`config.mk`:
```
export PLATFORM = sky130hd
export DESIGN_NAME = rcci_hgt
export DESIGN_NICKNAME = d
export VERILOG_FILES = /design/src/design/ray_capped_cylinder_intersect_defines.svh /design/src/design/rcci_pkg.sv /design/src/design/rcci_hgt.sv
export SDC_FILE = /design/constraint.sdc
export NUM_CORES = 2
export LEC_CHECK = 0
export BUFFER_PORTS_ARGS = -buffer_cell sky130_fd_sc_hd__buf_2
export CORE_MARGIN = 2
export CORE_UTILIZATION = 49
export CTS_CLUSTER_SIZE = 14
export DETAILED_ROUTE_END_ITERATION = 16
export PLACE_DENSITY = 0.76
export SLEW_MARGIN = 20
export SYNTH_ARGS = -nofsm -noshare
export SYNTH_HDL_FRONTEND = slang
export SYNTH_SLANG_ARGS = --single-unit
```
`constraint.sdc`:
```
create_clock -name clk -period 35.8 [get_ports clk]
set_clock_uncertainty 0.15 [all_clocks]
set_input_delay 5.37 -clock clk [delete_from_list [all_inputs] [get_ports clk]]
set_output_delay 5.37 -clock clk [all_outputs]
set_load 0.005 [all_outputs]
```
`src/design/ray_capped_cylinder_intersect_defines.svh`:
```
// Assertion macros for the ray versus capped cylinder block.
// Included by the top level; depends on nothing else.
`ifndef RAY_CAPPED_CYLINDER_INTERSECT_DEFINES_SVH
`define RAY_CAPPED_CYLINDER_INTERSECT_DEFINES_SVH

// Same-cycle implication under synchronous active-low reset.
`define RCCI_ASSERT_IMPLY(label, clk, rst_n, ante, cons, msg) \
  label: assert property (@(posedge clk) disable iff (!rst_n) (ante) |-> (cons)) \
    else $error(msg);

// Next-cycle implication under synchronous active-low reset.
`define RCCI_ASSERT_NEXT(label, clk, rst_n, ante, cons, msg) \
  label: assert property (@(posedge clk) disable iff (!rst_n) (ante) |=> (cons)) \
    else $error(msg);

`endif

```
`src/design/rcci_pkg.sv`:
```
// Shared types, widths, codes and latencies of the ray versus capped cylinder block.
// Used by every module of the block; depends on nothing.
package rcci_pkg;

  localparam int FRAC_BITS = 16;
  localparam int DIST_W    = 31;

  typedef struct packed {
    logic signed [31:0] origin_x;
    logic signed [31:0] origin_y;
    logic signed [31:0] origin_z;
    logic signed [31:0] dir_x;
    logic signed [31:0] dir_y;
    logic signed [31:0] dir_z;
  } ray_in_t;

  typedef struct packed {
    logic              hit;
    logic [DIST_W-1:0] distance;
    logic [1:0]        hit_part;
  } ray_out_t;

  localparam logic [1:0] PART_NONE = 2'd0;
  localparam logic [1:0] PART_CAP  = 2'd1;
  localparam logic [1:0] PART_NEAR = 2'd2;
  localparam logic [1:0] PART_FAR  = 2'd3;

  localparam logic [2:0] REG_CENTER_X   = 3'd0;
  localparam logic [2:0] REG_CENTER_Y   = 3'd1;
  localparam logic [2:0] REG_CENTER_Z   = 3'd2;
  localparam logic [2:0] REG_RADIUS     = 3'd3;
  localparam logic [2:0] REG_CYL_HEIGHT = 3'd4;

  localparam int SQ_IN_W    = 66;
  localparam int SQ_OUT_W   = 2 * SQ_IN_W;
  localparam int SQRT_OUT_W = 63;
  localparam int SQRT_IN_W  = 2 * SQRT_OUT_W;
  localparam int NUM_MAG_W  = 66;
  localparam int DIV_NUM_W  = NUM_MAG_W + FRAC_BITS;
  localparam int DIV_DEN_W  = 64;
  localparam int QUO_W      = FRAC_BITS + 35;

  localparam int LAT_SQR  = 2;
  localparam int LAT_SQRT = SQRT_OUT_W + 1;
  localparam int LAT_DIV  = QUO_W + 2;
  localparam int LAT_HGT  = 2;

endpackage

```
`src/design/rcci_hgt.sv`:
```
// Two-stage height window test of a hit point along the cylinder axis.
// Depends on rcci_pkg.
module rcci_hgt import rcci_pkg::*; (
  input  logic                    clk,
  input  logic                    en,
  input  logic [QUO_W-1:0]        t,
  input  logic signed [31:0]      dy,
  input  logic signed [32:0]      ry,
  input  logic [DIST_W-1:0]       h,
  output logic                    ok
);
  localparam int MW = QUO_W + 32;
  localparam int YW = MW + 2;

  logic [63:0]                     p_lo_r;
  logic [QUO_W-1:0]                p_hi_r;
  logic                            neg_r;
  logic signed [32+FRAC_BITS:0]    base_r;
  logic [31:0]                     dya;
  logic [MW-1:0]                   mag;
  logic signed [YW-1:0]            mag_s, base_s, y, top;
  logic                            ok_r;

  assign dya = dy[31] ? 32'(-dy) : 32'(dy);

  always_ff @(posedge clk) begin
    if (en) begin
      p_lo_r <= t[31:0] * dya;
      p_hi_r <= t[QUO_W-1:32] * dya;
      neg_r  <= dy[31];
      base_r <= {ry, {FRAC_BITS{1'b0}}};
      ok_r   <= !y[YW-1] && (y <= top);
    end
  end

  always_comb begin
    mag    = (MW'(p_hi_r) << 32) + MW'(p_lo_r);
    mag_s  = $signed(YW'(mag));
    base_s = YW'(base_r);
    y      = neg_r ? base_s - mag_s : base_s + mag_s;
    top    = $signed(YW'({h, {FRAC_BITS{1'b0}}}));
  end

  assign ok = ok_r;
endmodule

```
Yosys cells after proc, flatten, opt, wreduce, memory -nomap -nowiden

Index checks and enable logic that the tools add are counted.
W data, S select, Z words.

Logic and storage cells: 16
Register bits after elaboration: 150
Output and inout bits: 1
Input bits: 149

$lt $le $gt $ge: 1
Muxes and demuxes: 2
Multiply operators: 2
$add $sub $neg: 4
Reduce and logical (&&, ||, !) cells: 2

Operators by type and width:

| cell                | count |
|---|---|
| $add A49 B84 Y85    | 1 |
| $le A85 B48 Y1      | 1 |
| $mux W85            | 1 |
| $sub A49 B84 Y85    | 1 |
| $add A83 B64 Y83    | 1 |
| $mul A32 B32 Y64    | 1 |
| $mul A19 B32 Y51    | 1 |
| $mux W32            | 1 |
| $neg A32 Y32        | 1 |
| $logic_and A1 B1 Y1 | 1 |
| $logic_not A1 Y1    | 1 |

Depth between registers and ports, before layout

Depth in word-level cells: 5
Mapped depth: 40
Gate-level depth less buffers: 36

Least setup slack after synthesis

No wires, ideal clock.

Path kind: input -> register
Start: in dy[6]
End: reg p_lo_r[57] (data pin)
Buffers on the path: 1
Cell stages on the path: 34
Slack: 20.410 ns
Arrival time: 14.982 ns
Required time: 35.392 ns
Setup time: 0.258 ns
Path through: or4_1 > nor4_1 > nand2b_1 > or3_1 > or4_1 > or3_1 > o41ai_1 > xnor2_1 > clkbuf_1 > nand2_1 > fa_1 > inv_1 > fa_1 > fa_1 > fa_1 > fa_1 > fa_1 > fa_1 > inv_1 > fa_1 > inv_1 > ha_1 > a21o_1 > o41ai_1 > and3_1 > o41ai_1 > nor2_1 > o211ai_1 > o41a_1 > a21o_1 > a221oi_1 > o21bai_1 > a21oi_1 > xnor2_1

Word-level cells in the longest chain between the ends: 3

RTL lines:

| element              | RTL line       | text |
|---|---|---|
| from (decl)          | rcci_hgt.sv:7  | `input logic signed [31:0] dy,` |
| $neg A32 Y32         | rcci_hgt.sv:24 | `assign dya = dy[31] ? 32'(-dy) : 32'(dy);` |
| $mux W32 *           | rcci_hgt.sv:24 |  |
| $mul A32 B32 Y64 *   | rcci_hgt.sv:28 | `p_lo_r <= t[31:0] * dya;` |
| to (signal assigned) | rcci_hgt.sv:28 |  |
| to (decl)            | rcci_hgt.sv:15 | `logic [63:0] p_lo_r;` |

Mark *: on every way between the ends. The rest lies on a longest branch, timed or not.
A chain may end at the register's enable or synchronous reset.

Worst setup path after layout

Same ends and word-level chain as after synthesis.

==> metrics.md <==
| Metric | Value |
|---|---|
| Status | `finished clean` |
| Clock Pin Slew Worst Setup and Hold Paths | `~0.070 ns` |
| Min-delay worst type | `reg -> reg` |
| Setup Crit Path Kind | `in -> reg` |
| Worst slew margin | `29.56%` |
| Commonest cells after routing, fill and taps aside | `inv_1 (1617), fa_1 (1407), nand2_1 (1146)` |
| Clock Path Buffers | `2` |
| Sequential area share after synthesis | `6.578%` |
| H-tree Lvls | `4` |
| Die ar. | `142800 um2` |
| First-pass GRT wire length | `about 320 mm` |
| Final wirelength | `199.1 mm` |
| Worst stage delay on the critical path | `0.61 ns` |
| RSZ-0062 raised after global routing | `no` |
| Ys Warns | `0` |
| Final core occ | `51.27%` |
| Final Hold Fails | `0` |
| Total track usage | `between 20% and 30%` |
| DR pass1 iterations | `9` |
| Worst Path Buf+Inv | `5` |
| DR WL/cell | `slightly above 20 um` |
| CP required | `35.90 ns` |
| Hold buffers post-CTS | `0` |
| ANT nets after route | `0` |
| Mean Syn Cell Area | `8.658 um2` |
| Clk sinks | `150` |
| Total CTS buffers | `17` |
| Layout cells sized above 1 | `under 10%` |
| Async set-reset flop share out of synthesis | `0%` |
| Count of state elements after synthesis | `150` |
| Root buf cell | `clkbuf_16` |
| Synthesized area | `around 68000 um2` |
| Max-cap violations | `0` |
| Arrival time at the worst endpoint | `16.47 ns` |
| Fmax | `0.06110 GHz` |
| Area Overhead vs Synth | `4.206%` |
| Initial DRC count | `4615` |
| Vias in the first global route | `59.33k` |
| Cell mode on critical path | `fa_1` |
| Post-synth EDFFs | `150` |
| Final period util | `45.71%` |
| Critical-path top delay cell | `buf_4` |
| Worst Path Max Fanout | `51` |
| Sum of negative setup slack | `0 ns` |
| Minimum clock period | `16.37 ns` |
| Pin count of the biggest net entering global routing | `84` |
| Remaining global-route overflow | `0` |
| Clock Latency Late Sink | `0.51 ns` |
| Cell count after synthesis | `7909` |
| Critical Path Source Type | `primary input` |
| Die height | `roughly 380 um` |
| Slew of the pin with the lowest slew margin | `roughly 1.1 ns` |
| Max Slew Vio Count | `0` |
| Crit path max-delay family | `adder cells` |
| Nets | `9880` |
| Syn Nets | `10.06k` |
| Vias | `54.95k` |
| # resized after CTS | `0` |
| Netlist cell types | `85` |
| Cell row count | `137` |
| Chip width | `377.8 um` |
| DRC | `0` |
| Fillers | `roughly 13k` |
| # setup viols final | `0` |
| Placed wire-length estimate | `about 160 mm` |
| Post-synth top flop | `edfxtp_1` |
| CP endpoint kind | `register` |
| Initial Utilization | `49.20%` |
| Core Area | `~140000 um2` |
| DR vias/cell | `5.712` |
| PortBufs | `149` |
| CTS tree | `done` |
| I/O pin total | `150` |
| Setup bufs post-CTS | `0` |
| GP Congestion | `0.9532` |
| Initial antenna violation count | `8` |
| Most common cell after layout, fill and taps aside | `inv_1` |
cells in the mapped netlist (45+ instances only):
cell type / instances / share of area (%)
nor3_1: 72 / 0.53
and2_1: 680 / 6.2
inv_1: 1618 / 8.9
nand3_1: 78 / 0.57
clkbuf_1: 389 / 2.1
nor2b_1: 46 / 0.42
xnor2_1: 191 / 2.4
o31ai_1: 45 / 0.49
edfxtp_1: 150 / 6.6
nand4_1: 45 / 0.41
a21oi_1: 301 / 2.2
nand2_1: 1146 / 6.3
nor2_1: 244 / 1.3
xor2_1: 59 / 0.75
ha_1: 598 / 11
o21bai_1: 49 / 0.54
fa_1: 1407 / 41
a21o_1: 100 / 1.1
o21ai_0: 158 / 1.2
metrics by stage:
stage          std cells  setup slack [ns]  hold slack, ns  area, um2
6_report            9620             19.43           1.103      71360
5_1_grt             9615             18.90           1.154      71350
4_1_cts             9615             19.49           1.104      71320
3_5_place_dp        9583             18.99           1.096      70720
3_3_place_gp        9583             19.14           1.076      70720
2_1_floorplan       7909             20.41          0.9027      68480
final timing paths:
path / cells after the start / endpoint / slack [ns] / startpoint
max: 36 / p_lo_r[57] / 19.43 / dy[6]
min: 5 / ok / 1.10 / p_hi_r[49]
max reg2reg: 31 / ok / 26.86 / p_lo_r[32]
min reg2reg: 5 / ok / 1.10 / p_hi_r[49]
sequential cells by signal, summed over array words and instances (netlist names):
signal / cells
p_lo_r: 64
p_hi_r: 51
base_r: 33
neg_r: 1
ok: 1
per-layer routing:
layer	part of all wire (%)	vias up	GRT usage (%)	wire length, um
li1	-	23990	-	-
met1	40	27900	36.98	79040
met2	47	2567	47.28	93660
met3	9.6	484	5.955	19130
met4	3.6	6	10.40	7236
met5	0.015	-	0	29
worst register-to-register path, delay by kind of cell, from the launching register on:
| kind | cells | cell delay, ns |
|---|---|---|
| AOI/OAI and AO/OA | 13 | 3.89 |
| DFF | 1 | 0.33 |
| xor gates and xnor gates | 1 | 0.47 |
| buffers and inverters | 1 | 0.05 |
| and+or+nand+nor | 12 | 2.60 |
| adders and majority gates | 4 | 1.27 |
cells by family (layout without fill, tap and decap cells):
family	Yosys count	count (layout)	synth area share [%]
muxes	13	13	0.1992
adders and majority gates	2005	2005	52.06
AOI/OAI and AO/OA	960	960	9.160
buffers and inverters	2024	1854	11.10
other	0	5	0
DFF	150	150	6.578
and+or+nand+nor	2507	2507	17.71
xor gates and xnor gates	250	250	3.198
final cells by class:
type	instances	area [um2]	area share, %
sequential	150	4504	6.312
multi-input combinational	5735	56660	79.41
clock inverter	15	175.2	0.2455
timing repair buffer	202	1150	1.611
clock buffer	17	425.4	0.5962
inverter	1620	6081	8.522
antenna	5	12.51	0.01753
tap	1876	2347	3.289
Power is left out: the tool's default activity adds up to more than one toggle a clock period on the data nets, which glitch-free logic cannot reach.
